[src/kmd_pkg.sv]
// ----------------------------------------------------------------------------
// kmd_pkg
// shared constants, register indexes and types of the key matrix debouncer
// ----------------------------------------------------------------------------
`timescale 1ns / 1ps

package kmd_pkg;

  localparam int ROWS_DEF   = 8;
  localparam int COLS_DEF   = 16;
  localparam int DEBOUNCE   = 5;

  localparam int ROW_W      = 3;
  localparam int COL_W      = 16;
  localparam int CNT_W      = 8;
  localparam int CFG_IDX_W  = 2;
  localparam int CFG_DATA_W = 8;

  localparam logic [CFG_IDX_W-1:0] REG_RELOAD   = CFG_IDX_W'(0);
  localparam logic [CFG_IDX_W-1:0] REG_GHOST_EN = CFG_IDX_W'(1);

  typedef struct packed {
    logic [CNT_W-1:0] reload;
    logic             ghost_en;
  } kmd_cfg_t;

  typedef struct packed {
    logic [COL_W-1:0] stable_row;
    logic             settled;
    logic             bounce_seen;
    logic             ghost;
  } kmd_result_t;

  function automatic logic [COL_W-1:0] col_mask(input int cols);
    logic [31:0] m;
    m = 32'd0;
    if (cols >= COL_W) begin
      return '1;
    end
    m = (32'd1 << cols) - 32'd1;
    return m[COL_W-1:0];
  endfunction

endpackage

[src/kmd_if.sv]
// ----------------------------------------------------------------------------
// kmd interfaces
// valid/ready channels for sample words, result words and register writes
// ----------------------------------------------------------------------------
`timescale 1ns / 1ps

interface kmd_item_if;
  logic                       valid;
  logic                       ready;
  logic [kmd_pkg::ROW_W-1:0]  row_index;
  logic [kmd_pkg::COL_W-1:0]  column_sample;
  logic                       scan_end;

  modport source (output valid, output row_index, output column_sample,
                  output scan_end, input ready);
  modport sink   (input valid, input row_index, input column_sample,
                  input scan_end, output ready);
endinterface

interface kmd_result_if;
  logic                       valid;
  logic                       ready;
  logic [kmd_pkg::COL_W-1:0]  stable_row;
  logic                       settled;
  logic                       bounce_seen;
  logic                       ghost;

  modport source (output valid, output stable_row, output settled,
                  output bounce_seen, output ghost, input ready);
  modport sink   (input valid, input stable_row, input settled,
                  input bounce_seen, input ghost, output ready);
endinterface

interface kmd_cfg_if;
  logic                            valid;
  logic                            ready;
  logic [kmd_pkg::CFG_IDX_W-1:0]   index;
  logic [kmd_pkg::CFG_DATA_W-1:0]  data;

  modport source (output valid, output index, output data, input ready);
  modport sink   (input valid, input index, input data, output ready);
endinterface

[src/kmd_row_store.sv]
// ----------------------------------------------------------------------------
// kmd_row_store
// one-write one-read row memory, registered read, per-row valid bits
// ----------------------------------------------------------------------------
`timescale 1ns / 1ps

module kmd_row_store #(
  parameter int DEPTH = 8,
  parameter int AW    = 3,
  parameter int DW    = 16
) (
  input  logic          clk,
  input  logic          rst,
  input  logic          we,
  input  logic [AW-1:0] waddr,
  input  logic [DW-1:0] wdata,
  input  logic [AW-1:0] raddr,
  output logic [DW-1:0] rdata
);

  logic [DW-1:0] mem [DEPTH];
  logic [DEPTH-1:0] vld;
  logic [DW-1:0] rd_q;
  logic          rd_vld;

  always_ff @(posedge clk) begin
    if (we) begin
      mem[waddr] <= wdata;
    end
    rd_q <= mem[raddr];
  end

  always_ff @(posedge clk) begin
    if (rst) begin
      vld    <= '0;
      rd_vld <= 1'b0;
    end else begin
      if (we) begin
        vld[waddr] <= 1'b1;
      end
      rd_vld <= vld[raddr];
    end
  end

  // unwritten rows read as zero
  assign rdata = rd_vld ? rd_q : '0;

endmodule

[src/kmd_seq.sv]
// ----------------------------------------------------------------------------
// kmd_seq
// per-word sequencer: raw row compare and write back, countdown, copy sweep
// of raw rows into stable rows, ghost sweep over stable rows
// ----------------------------------------------------------------------------
`timescale 1ns / 1ps

module kmd_seq #(
  parameter int ROWS = kmd_pkg::ROWS_DEF,
  parameter int COLS = kmd_pkg::COLS_DEF
) (
  input  logic               clk,
  input  logic               rst,
  kmd_item_if.sink           item,
  input  kmd_pkg::kmd_cfg_t  cfg,
  output logic               res_valid,
  output kmd_pkg::kmd_result_t res,
  input  logic               res_take
);
  import kmd_pkg::*;

  localparam int AW = (ROWS > 1) ? $clog2(ROWS) : 1;
  localparam int CW = $clog2(ROWS + 1);
  localparam logic [COL_W-1:0] COL_MASK = col_mask(COLS);

  localparam logic [2:0] S_IDLE  = 3'd0;
  localparam logic [2:0] S_CMP   = 3'd1;
  localparam logic [2:0] S_COPY  = 3'd2;
  localparam logic [2:0] S_GHOST = 3'd3;
  localparam logic [2:0] S_DONE  = 3'd4;

  logic [2:0]       state;
  logic [AW-1:0]    row;
  logic             row_ok;
  logic [COL_W-1:0] sample;
  logic             end_flag;
  logic             bounce;
  logic [CNT_W-1:0] countdown;
  logic [CW-1:0]    cnt;
  logic [COL_W-1:0] own_row;
  logic [COL_W-1:0] others;

  logic             raw_we;
  logic [AW-1:0]    raw_raddr;
  logic [COL_W-1:0] raw_rdata;
  logic             stb_we;
  logic [AW-1:0]    stb_addr;
  logic [COL_W-1:0] stb_rdata;

  logic             in_row_ok;
  logic [AW-1:0]    in_row;
  logic             bounce_next;
  logic [CNT_W-1:0] reload_eff;
  logic [CNT_W-1:0] cd_a;
  logic [CNT_W-1:0] countdown_next;
  logic             copy_next;
  logic [CW-1:0]    cnt_prev;
  logic             cnt_last;

  assign item.ready = (state == S_IDLE);

  assign in_row_ok = (32'(item.row_index) < ROWS);
  assign in_row    = in_row_ok ? AW'(item.row_index) : '0;

  assign cnt_prev = cnt - CW'(1);
  assign cnt_last = (32'(cnt) == ROWS);

  assign reload_eff  = (cfg.reload == '0) ? CNT_W'(1) : cfg.reload;
  assign bounce_next = row_ok && (raw_rdata != sample);
  assign cd_a        = bounce_next ? reload_eff : countdown;

  always_comb begin
    countdown_next = cd_a;
    copy_next      = 1'b0;
    if (end_flag && (cd_a != '0)) begin
      countdown_next = cd_a - CNT_W'(1);
      copy_next      = (cd_a == CNT_W'(1));
    end
  end

  assign raw_we    = (state == S_CMP) && bounce_next;
  assign raw_raddr = (state == S_IDLE) ? in_row : cnt[AW-1:0];
  assign stb_we    = (state == S_COPY) && (cnt != '0);
  assign stb_addr  = (state == S_COPY) ? cnt_prev[AW-1:0] : cnt[AW-1:0];

  kmd_row_store #(.DEPTH(ROWS), .AW(AW), .DW(COL_W)) u_raw (
    .clk   (clk),
    .rst   (rst),
    .we    (raw_we),
    .waddr (row),
    .wdata (sample),
    .raddr (raw_raddr),
    .rdata (raw_rdata)
  );

  kmd_row_store #(.DEPTH(ROWS), .AW(AW), .DW(COL_W)) u_stable (
    .clk   (clk),
    .rst   (rst),
    .we    (stb_we),
    .waddr (stb_addr),
    .wdata (raw_rdata),
    .raddr (stb_addr),
    .rdata (stb_rdata)
  );

  always_ff @(posedge clk) begin
    if (rst) begin
      state     <= S_IDLE;
      countdown <= CNT_W'(DEBOUNCE);
      cnt       <= '0;
    end else begin
      case (state)
        S_IDLE: begin
          if (item.valid) begin
            state <= S_CMP;
          end
        end
        S_CMP: begin
          countdown <= countdown_next;
          cnt       <= '0;
          state     <= copy_next ? S_COPY : S_GHOST;
        end
        S_COPY: begin
          if (cnt_last) begin
            cnt   <= '0;
            state <= S_GHOST;
          end else begin
            cnt <= cnt + CW'(1);
          end
        end
        S_GHOST: begin
          if (cnt_last) begin
            state <= S_DONE;
          end else begin
            cnt <= cnt + CW'(1);
          end
        end
        S_DONE: begin
          if (res_take) begin
            state <= S_IDLE;
          end
        end
        default: begin
          state <= S_IDLE;
        end
      endcase
    end
  end

  // item payload and sweep accumulators
  always_ff @(posedge clk) begin
    if (state == S_IDLE && item.valid) begin
      row      <= in_row;
      row_ok   <= in_row_ok;
      sample   <= item.column_sample & COL_MASK;
      end_flag <= item.scan_end;
    end
    if (state == S_CMP) begin
      bounce  <= bounce_next;
      own_row <= '0;
      others  <= '0;
    end
    if (state == S_GHOST && cnt != '0) begin
      if (cnt_prev[AW-1:0] == row) begin
        own_row <= stb_rdata;
      end else begin
        others <= others | stb_rdata;
      end
    end
  end

  assign res_valid       = (state == S_DONE);
  assign res.stable_row  = row_ok ? own_row : '0;
  assign res.settled     = (countdown == '0);
  assign res.bounce_seen = bounce;
  assign res.ghost       = cfg.ghost_en && row_ok
                           && ((own_row & (own_row - COL_W'(1))) != '0)
                           && ((own_row & others) != '0);

endmodule

[src/key_matrix_debounce_unit.sv]
// ----------------------------------------------------------------------------
// key_matrix_debounce_unit
// sequence: a taken word is compared, raw rows are copied to stable rows when
//   the countdown expires, then the ghost sweep runs and the result is registered
// a new word is taken only after the last result has left the sequencer,
//   after its row-by-row sweeps through the single read port of the row memories
// reset: raw and stable rows read as zero, countdown 5, reload 5, ghost off
// ----------------------------------------------------------------------------
`timescale 1ns / 1ps

module key_matrix_debounce_unit #(
  parameter int ROWS = kmd_pkg::ROWS_DEF,
  parameter int COLS = kmd_pkg::COLS_DEF
) (
  input  logic        clk,
  input  logic        rst,
  kmd_cfg_if.sink     cfg,
  kmd_item_if.sink    item,
  kmd_result_if.source result
);
  import kmd_pkg::*;

  kmd_cfg_t    cfg_regs;
  logic        res_valid;
  kmd_result_t res;
  logic        res_take;
  logic        out_valid;
  kmd_result_t out_word;

  assign cfg.ready = 1'b1;

  always_ff @(posedge clk) begin
    if (rst) begin
      cfg_regs.reload   <= CNT_W'(DEBOUNCE);
      cfg_regs.ghost_en <= 1'b0;
    end else if (cfg.valid) begin
      case (cfg.index)
        REG_RELOAD:   cfg_regs.reload   <= cfg.data[CNT_W-1:0];
        REG_GHOST_EN: cfg_regs.ghost_en <= cfg.data[0];
        default: begin
        end
      endcase
    end
  end

  kmd_seq #(.ROWS(ROWS), .COLS(COLS)) u_seq (
    .clk       (clk),
    .rst       (rst),
    .item      (item),
    .cfg       (cfg_regs),
    .res_valid (res_valid),
    .res       (res),
    .res_take  (res_take)
  );

  // output word register
  assign res_take = res_valid && (!out_valid || result.ready);

  always_ff @(posedge clk) begin
    if (rst) begin
      out_valid <= 1'b0;
    end else if (res_take) begin
      out_valid <= 1'b1;
    end else if (result.ready) begin
      out_valid <= 1'b0;
    end
  end

  always_ff @(posedge clk) begin
    if (res_take) begin
      out_word <= res;
    end
  end

  assign result.valid       = out_valid;
  assign result.stable_row  = out_word.stable_row;
  assign result.settled     = out_word.settled;
  assign result.bounce_seen = out_word.bounce_seen;
  assign result.ghost       = out_word.ghost;

endmodule

[src/flat_wrapper.sv]
// flat-port wrapper written by rule: the top's interface ports become plain ports
module key_matrix_debounce_unit_flat import kmd_pkg::*;
#(
  parameter int ROWS = kmd_pkg::ROWS_DEF,
  parameter int COLS = kmd_pkg::COLS_DEF
)
  (clk, rst, cfg_valid, cfg_index, cfg_data, cfg_ready, item_valid, item_row_index, item_column_sample, item_scan_end, item_ready, result_valid, result_stable_row, result_settled, result_bounce_seen, result_ghost, result_ready);
  kmd_cfg_if cfg_i ();
  kmd_item_if item_i ();
  kmd_result_if result_i ();
  input  logic clk;
  input  logic rst;
  input wire logic [$bits(cfg_i.valid)-1:0] cfg_valid;
  input wire logic [$bits(cfg_i.index)-1:0] cfg_index;
  input wire logic [$bits(cfg_i.data)-1:0] cfg_data;
  output wire logic [$bits(cfg_i.ready)-1:0] cfg_ready;
  input wire logic [$bits(item_i.valid)-1:0] item_valid;
  input wire logic [$bits(item_i.row_index)-1:0] item_row_index;
  input wire logic [$bits(item_i.column_sample)-1:0] item_column_sample;
  input wire logic [$bits(item_i.scan_end)-1:0] item_scan_end;
  output wire logic [$bits(item_i.ready)-1:0] item_ready;
  output wire logic [$bits(result_i.valid)-1:0] result_valid;
  output wire logic [$bits(result_i.stable_row)-1:0] result_stable_row;
  output wire logic [$bits(result_i.settled)-1:0] result_settled;
  output wire logic [$bits(result_i.bounce_seen)-1:0] result_bounce_seen;
  output wire logic [$bits(result_i.ghost)-1:0] result_ghost;
  input wire logic [$bits(result_i.ready)-1:0] result_ready;
  assign cfg_i.valid = cfg_valid;
  assign cfg_i.index = cfg_index;
  assign cfg_i.data = cfg_data;
  assign cfg_ready = cfg_i.ready;
  assign item_i.valid = item_valid;
  assign item_i.row_index = item_row_index;
  assign item_i.column_sample = item_column_sample;
  assign item_i.scan_end = item_scan_end;
  assign item_ready = item_i.ready;
  assign result_valid = result_i.valid;
  assign result_stable_row = result_i.stable_row;
  assign result_settled = result_i.settled;
  assign result_bounce_seen = result_i.bounce_seen;
  assign result_ghost = result_i.ghost;
  assign result_i.ready = result_ready;
  key_matrix_debounce_unit #(.ROWS(ROWS), .COLS(COLS)) u_core (.clk(clk), .rst(rst), .cfg(cfg_i), .item(item_i), .result(result_i));
endmodule
[config.mk]
export PLATFORM = sky130hd
export DESIGN_NAME = key_matrix_debounce_unit_flat
export DESIGN_NICKNAME = d
export VERILOG_FILES = /design/src/kmd_pkg.sv /design/src/kmd_if.sv /design/src/kmd_row_store.sv /design/src/kmd_seq.sv /design/src/key_matrix_debounce_unit.sv /design/src/flat_wrapper.sv
export SDC_FILE = /design/constraint.sdc
export NUM_CORES = 1
export LEC_CHECK = 0
export ABC_AREA = 1
export BUFFER_PORTS_ARGS = -buffer_cell sky130_fd_sc_hd__buf_2
export CORE_MARGIN = 10
export CORE_UTILIZATION = 62
export DETAILED_ROUTE_END_ITERATION = 8
export GPL_TIMING_DRIVEN = 1
export PLACE_DENSITY_LB_ADDON = 0.05
export SYNTH_ARGS = -nofsm -noshare
export SYNTH_HDL_FRONTEND = slang
export SYNTH_HIERARCHICAL = 1
export SYNTH_SLANG_ARGS = --single-unit
[constraint.sdc]
create_clock -name clk -period 3.51 [get_ports clk]
set_input_delay 0.351 -clock clk [delete_from_list [all_inputs] [get_ports clk]]
set_output_delay 0.351 -clock clk [all_outputs]
set_load 0.005 [all_outputs]
Word-level counts from Yosys, hierarchy flattened
Memories as Yosys holds them, arrays and structs flattened. A register that Yosys moved wholly into a read port is not among the register bits.
Cells that the tools add are included.

operators by class
  $add $sub $neg = 4
  magnitude comparators = 5
  equality and inequality tests = 14
  mux-type cells = 37
  bitwise operators = 5
  reduce and logical (&&, ||, !) cells = 26

operators with widths
  cell                                                                    count
  16-bit 2-to-1 mux                                                       8
  16-bit AND                                                              2
  16-bit nonzero test                                                     2
  8-bit 2-to-1 mux                                                        3
  3-bit 2-to-1 mux                                                        6
  8-bit zero test                                                         2
  16-bit != test                                                          1
  16-bit bitwise OR                                                       1
  8-bit bitwise OR                                                        2
  16-bit by 1-bit subtractor with 16-bit output (second input constant)   1
  3-bit case mux with 5 select lines                                      1
  3-bit by 4-bit < comparator with 1-bit output (second input constant)   3
  1-bit 2-to-1 mux                                                        12
  4-bit case mux with 3 select lines                                      1
  1-bit logical AND                                                       10
  2-bit != test (second input constant)                                   5
  8-bit by 1-bit equality test with 1-bit output (second input constant)  1
  4-bit 2-to-1 mux                                                        2
  8-bit nonzero test                                                      1
  8-bit by 1-bit subtractor with 8-bit output (second input constant)     1
  1-bit binary-select mux with 3-bit select                               2
  1-bit demux with 3-bit select                                           2
  3-bit by 2-bit equality test with 1-bit output (second input constant)  2
  3-bit by 1-bit >= comparator with 1-bit output (second input constant)  2
  other kinds (16)                                                        18

storage, ports and cells
  register bits after elaboration = 115
  bits in writable memories = 256
  input bits = 35
  output and inout bits = 22
  memories = 2

memories
  memory                     depth  bits a word  rd ports  clocked after Yosys merged registers in  wr ports  line                 text
  u_core.u_seq.u_raw.mem     8      16           1         1                                        1         kmd_row_store.sv:21  logic [DW-1:0] mem [DEPTH];
  u_core.u_seq.u_stable.mem  8      16           1         1                                        1         kmd_row_store.sv:21

Logic depth before layout (Yosys ltp)
  word-level depth = 8
  depth in mapped cells = 24
  gate-level depth less buffers = 22

Hierarchy
The synthesis kept the hierarchy.

by module, submodules not included
  module                                  times used  cells an instance  area each (µm²)
  kmd_row_store at u_core.u_seq.u_raw     1           549                6,010.8
  kmd_row_store at u_core.u_seq.u_stable  1           549                5,998.3
  kmd_seq                                 1           512                3,651.0
  key_matrix_debounce_unit                1           85                 1,032.2

Least setup slack after synthesis
No wires, ideal clock.

  path kind = register -> register
  from = reg u_core.u_seq.u_raw.rd_vld
  to = reg u_core.u_seq.countdown[2]
  setup time = 0.115 ns
  arrival time = 2.550 ns
  required time = 3.395 ns
  slack = 0.846 ns
  stages on the path, launching flop included = 23
  buffers on the path = 2
  clock period less this slack = 2.664 ns
  path through = dfxtp_1 -> clkbuf_1 -> buf_2 -> nand2_1 -> inv_1 -> inv_1 -> nand2_1 -> nand2_1 -> nor2_2 -> nand2_2 -> nor2_8 -> nand2_4 -> o21ai_2 -> inv_1 -> ha_1 -> inv_1 -> nor2_4 -> nand2_2 -> nand2_4 -> inv_4 -> nand3_1 -> nand3_1 -> nand2_1

on the way
  word-level cells in the longest chain between the ends = 6
  elaborated cells on any way between the ends = 7
  classes of those cells = 1 x add/sub; 1 x eq/ne; 3 x mux; 2 x reduce/logical

RTL lines
  item                                                                                 line                 text
  from (decl)                                                                          kmd_row_store.sv:24  logic rd_vld;
  from (signal assigned)                                                               kmd_row_store.sv:41  rd_vld <= vld[raddr];
  16-bit 2-to-1 mux (*)                                                                kmd_row_store.sv:46  assign rdata = rd_vld ? rd_q : '0;
  via u_core.u_seq.raw_rdata[10]                                                       kmd_seq.sv:45        logic [COL_W-1:0] raw_rdata;
  16-bit != test (*)                                                                   kmd_seq.sv:69        assign bounce_next = row_ok && (raw_rdata != sample);
  via u_core.u_seq.bounce_next                                                         kmd_seq.sv:52        logic bounce_next;
  8-bit 2-to-1 mux (*)                                                                 kmd_seq.sv:70        assign cd_a = bounce_next ? reload_eff : countdown;
  branches (longest 2 deep; another with 8-bit by 1-bit subtractor with 8-bit output)  n/a
  8-bit 2-to-1 mux (*)                                                                 kmd_seq.sv:75        if (end_flag && (cd_a != '0)) begin
  to (signal assigned)                                                                 kmd_seq.sv:109       countdown <= CNT_W'(DEBOUNCE);
  to (signal assigned)                                                                 kmd_seq.sv:119       countdown <= countdown_next;
  to (decl)                                                                            kmd_seq.sv:38        logic [CNT_W-1:0] countdown;

Mark *: on every way through the listed nets, which the timed path passes.
A chain may end at the register's enable or synchronous reset.

Worst setup path after layout
  from = reg u_core.u_seq.u_raw.rd_vld
  to = reg u_core.u_seq.countdown[7]

The elaborated chain is that of the path after synthesis.

==> impl_metrics.json <==
{
  "power_density_of_the_placed_cells_mw_per_mm2": 615,
  "postRouteWirelength_mm": 36.6,
  "core_area_mm2": 0.0267,
  "tritoncts": "yes",
  "synth.lib_cells_used.distinct": 43,
  "worstPathCellList": "buf_4 -> nand2_1 -> inv_1 -> nand2_1 -> inv_1 -> nor2_1 -> nor2_1 -> nand2_1 -> nor2_8 -> nand2_4 -> nand2_1 -> o21ai_2 -> inv_1 -> ha_1 -> inv_1 -> nor2_4 -> nand2_2 -> nand2_4 -> inv_4 -> nand2_1 -> nand3_1 -> nand2_1 -> inv_1",
  "syn_area_per_cell_um2": 9.85,
  "flow.area_growth_from_synthesis_pct": 12.3,
  "critical_path_arrival_ps": 3480,
  "critPathCaptureType": "flip-flop",
  "synthCells": 1695,
  "final_skew_ps": 27.8,
  "layout-drive-gt1-share_pct": 9.97,
  "timing.critical_path.required_ps": 3940,
  "postSynthRegisterBits": 403,
  "drt_pre_antenna_iters": 5,
  "reg2reg_setup_slack_ps": 460,
  "global_route.overflow_total": 0,
  "die_x_um": 184,
  "leading_cell_type_in_the_layout_fill_and_taps_excluded": "sky130_fd_sc_hd__nand2_1",
  "global_route.usage.total_pct": 21.7,
  "multi_input_combinational_cell_area_mm2": 0.00453,
  "synth-edff-count": 296,
  "clkSlewWorstSetupHoldPaths_ps": 70,
  "worstHoldEndpoint": "u_core/cfg_regs[0]$_SDFFE_PP0P_",
  "placement.io_buffers": 55,
  "layout_min_cycle_time_ps": 3050,
  "dominantRegCellSynth": "sky130_fd_sc_hd__edfxtp_1",
  "regToRegEndpoint": "u_core/u_seq/countdown[7]$_SDFFE_PP0P_",
  "critPathSlowestCell": "sky130_fd_sc_hd__dfxtp_1",
  "ff_latch_area_mm2": 0.0110,
  "fillers": 2021,
  "clk_root_buffer_cell": "sky130_fd_sc_hd__clkbuf_16",
  "final_core_utilization_pct": 70.2,
  "critical_setup_path_kind": "flip-flop to flip-flop",
  "vias_per_cell": 5.32,
  "tightestPinTransition_ps": 1080,
  "min_period_over_period_pct": 86.8,
  "post-layout-total-power_mw": 11.5,
  "synth.net_count": 1734,
  "grt_first_pass_wirelength_mm": 57.9,
  "clk-insertion-delay-late_ps": 560,
  "max-slew-margin-rel_pct": 28.0,
  "grt_pass1_vias": 11000,
  "leakage_nw": 7.86,
  "final.hold.worst_slack_ps": 62.0,
  "tritoncts.num_buffers": 42,
  "min_path_type": "input port to flip-flop",
  "max-vdd-ir-drop_uv": 481,
  "setup_viol": 0,
  "maxClockFrequency_mhz": 328,
  "finish.net_count": 1811,
  "htreeDepth": 2,
  "drt_first_iter_violations": 959,
  "timing.final.max_slew_violations": 0,
  "max-clock-path-buffers": 3,
  "antenna_violating_nets_post_route": 0,
  "drt-wirelength-per-cell_um": 17.0,
  "rows": 60,
  "vias": 11400,
  "synth-async-reset-ratio_pct": 0,
  "cts.sinks": 403,
  "biggest_fanout_along_the_worst_timing_path": 16,
  "gpl.final_weighted_congestion": 0.872,
  "timing.setup.tns_ps": 0,
  "ys_warn_count": 6,
  "dp_hpwl_mm": 22.4,
  "grt_antenna_before_repair": 0,
  "die_h_um": 184,
  "n_antenna_cell": 0,
  "post_cts_resized": 0,
  "setup.worst_path.start_class": "flip-flop",
  "synth-seq-area-share_pct": 66.1,
  "critical_path.max_stage_delay_ps": 320,
  "ff2ff_path_depth": 23,
  "maxCapViolations": 0,
  "most-common-layout-cells": "sky130_fd_sc_hd__nand2_1 (361), sky130_fd_sc_hd__nor2_1 (323), sky130_fd_sc_hd__edfxtp_1 (296)",
  "initial_core_util_pct": 62.5,
  "drc": 0,
  "status": "finished, final reports clean",
  "path_common_cell": "sky130_fd_sc_hd__nand2_1",
  "crit-reg2reg-launch": "u_core/u_seq/u_raw/rd_vld$_SDFF_PP0_",
  "rsz0062_at_grt": "no",
  "syn_area_mm2": 0.0167,
  "hold_depth": 3,
  "die_area_mm2": 0.0339,
  "pin_count_of_the_biggest_net_entering_global_routing": 69,
  "io_pins": 57,
  "hp-start": "cfg_data[0]",
  "finalHoldViolations": 0
}
[registers in the layout, indices dropped and copies added, names as in the netlist, 3 cells and up]
register                    count
u_core/cfg_regs                 9
u_core/u_seq/own_row           16
u_core/u_seq/u_stable/vld       8
u_core/u_seq/u_stable/mem     128
u_core/u_seq/cnt                4
u_core/u_seq/u_raw/rd_q        16
u_core/u_seq/sample            16
u_core/u_seq/state              3
u_core/u_seq/others            16
u_core/u_seq/row                3
u_core/u_seq/u_raw/mem        128
u_core/u_seq/u_raw/vld          8
u_core/u_seq/countdown          8
u_core/u_seq/u_stable/rd_q     16
u_core/result.stable_row       16
[cell usage after synthesis (8+ instances only)]
cell type / count / area share, %
sky130_fd_sc_hd__a21oi_1: 39 / 1.2
sky130_fd_sc_hd__nand2_1: 361 / 8.1
sky130_fd_sc_hd__clkbuf_1: 17 / 0.38
sky130_fd_sc_hd__o21ai_0: 108 / 3.2
sky130_fd_sc_hd__nor3_1: 8 / 0.24
sky130_fd_sc_hd__nand3_1: 59 / 1.8
sky130_fd_sc_hd__nand2_2: 10 / 0.37
sky130_fd_sc_hd__edfxtp_1: 296 / 53
sky130_fd_sc_hd__o21ai_1: 66 / 2.0
sky130_fd_sc_hd__buf_6: 16 / 1.1
sky130_fd_sc_hd__dfxtp_1: 107 / 13
sky130_fd_sc_hd__buf_2: 22 / 0.66
sky130_fd_sc_hd__nor2_1: 324 / 7.3
sky130_fd_sc_hd__inv_1: 188 / 4.2
[logic make-up after synthesis]
kind of cell / count (synthesis) / synth area share, %
other: 1 / 0.0225
buffers and inverters: 264 / 7.05
and+or+nand+nor: 785 / 19.0
AOI/OAI and AO/OA: 231 / 7.20
adders and majority gates: 4 / 0.300
xor gates and xnor gates: 7 / 0.367
DFF: 403 / 66.1
[worst max-delay path by stage]
stage | start | to | cells after the start
final | u_core/u_seq/u_raw/rd_vld$_SDFF_PP0_ | u_core/u_seq/countdown[7]$_SDFFE_PP0P_ | 23
after CTS | u_core/u_seq/u_raw/rd_vld$_SDFF_PP0_ | u_core/u_seq/countdown[7]$_SDFFE_PP0P_ | 23
after global routing | u_core/u_seq/u_raw/rd_vld$_SDFF_PP0_ | u_core/u_seq/countdown[7]$_SDFFE_PP0P_ | 23
after detailed placement | u_core/u_seq/u_raw/rd_vld$_SDFF_PP0_ | u_core/u_seq/countdown[7]$_SDFFE_PP0P_ | 23
after global placement | u_core/u_seq/u_raw/rd_vld$_SDFF_PP0_ | u_core/u_seq/countdown[2]$_SDFFE_PP1P_ | 21
after floorplan | u_core/u_seq/u_raw/rd_vld$_SDFF_PP0_ | u_core/u_seq/countdown[2]$_SDFFE_PP1P_ | 22
[layer usage]
layer / up-vias / wire (um) / GRT usage [%]
met1: 5391 / 15600 / 27.5
met3: 67 / 1870 / 3.06
met4: 0 / 1020 / 7.37
met2: 295 / 18100 / 37.4
li1: 5664 / - / -
met5: - / 0 / 0
[metrics by stage]
step | worst slack (ps) | instances | cell area (um^2)
floorplan | 846 | 1695 | 16700
global placement | 628 | 2049 | 17300
detailed placement | 545 | 2049 | 17300
CTS | 488 | 2147 | 18800
global route | 169 | 2147 | 18800
finish | 464 | 2147 | 18800
[worst max-delay path: cells and delay by family (launching register included)]
kind | cells | cell delay (ps)
and+or+nand+nor | 14 | 1520
buffers and inverters | 7 | 780
DFF | 1 | 320
adders and majority gates | 1 | 190
AOI/OAI and AO/OA | 1 | 90
[timing repair]
item	CTS	global route
endpoints found under the hold margin	20	0
setup buffers	0	0
hold buffers	20	0
[layout make-up]
class                   instances  share of cell area [%]
inverters                     194                    3.90
clock buffers                  62                    6.22
multi-input cells            1028                    24.2
flip-flops and latches        403                    58.8
repair buffers                103                    3.92
well taps                     341                    2.28
clock inverters                16                   0.681
[power by group]
part	internal, mW	switching [mW]
clock	2.34	1.80
sequential	5.43	0.173
combinational	0.539	1.25
total	8.31	3.23
Power figures use the tool's default switching activity.
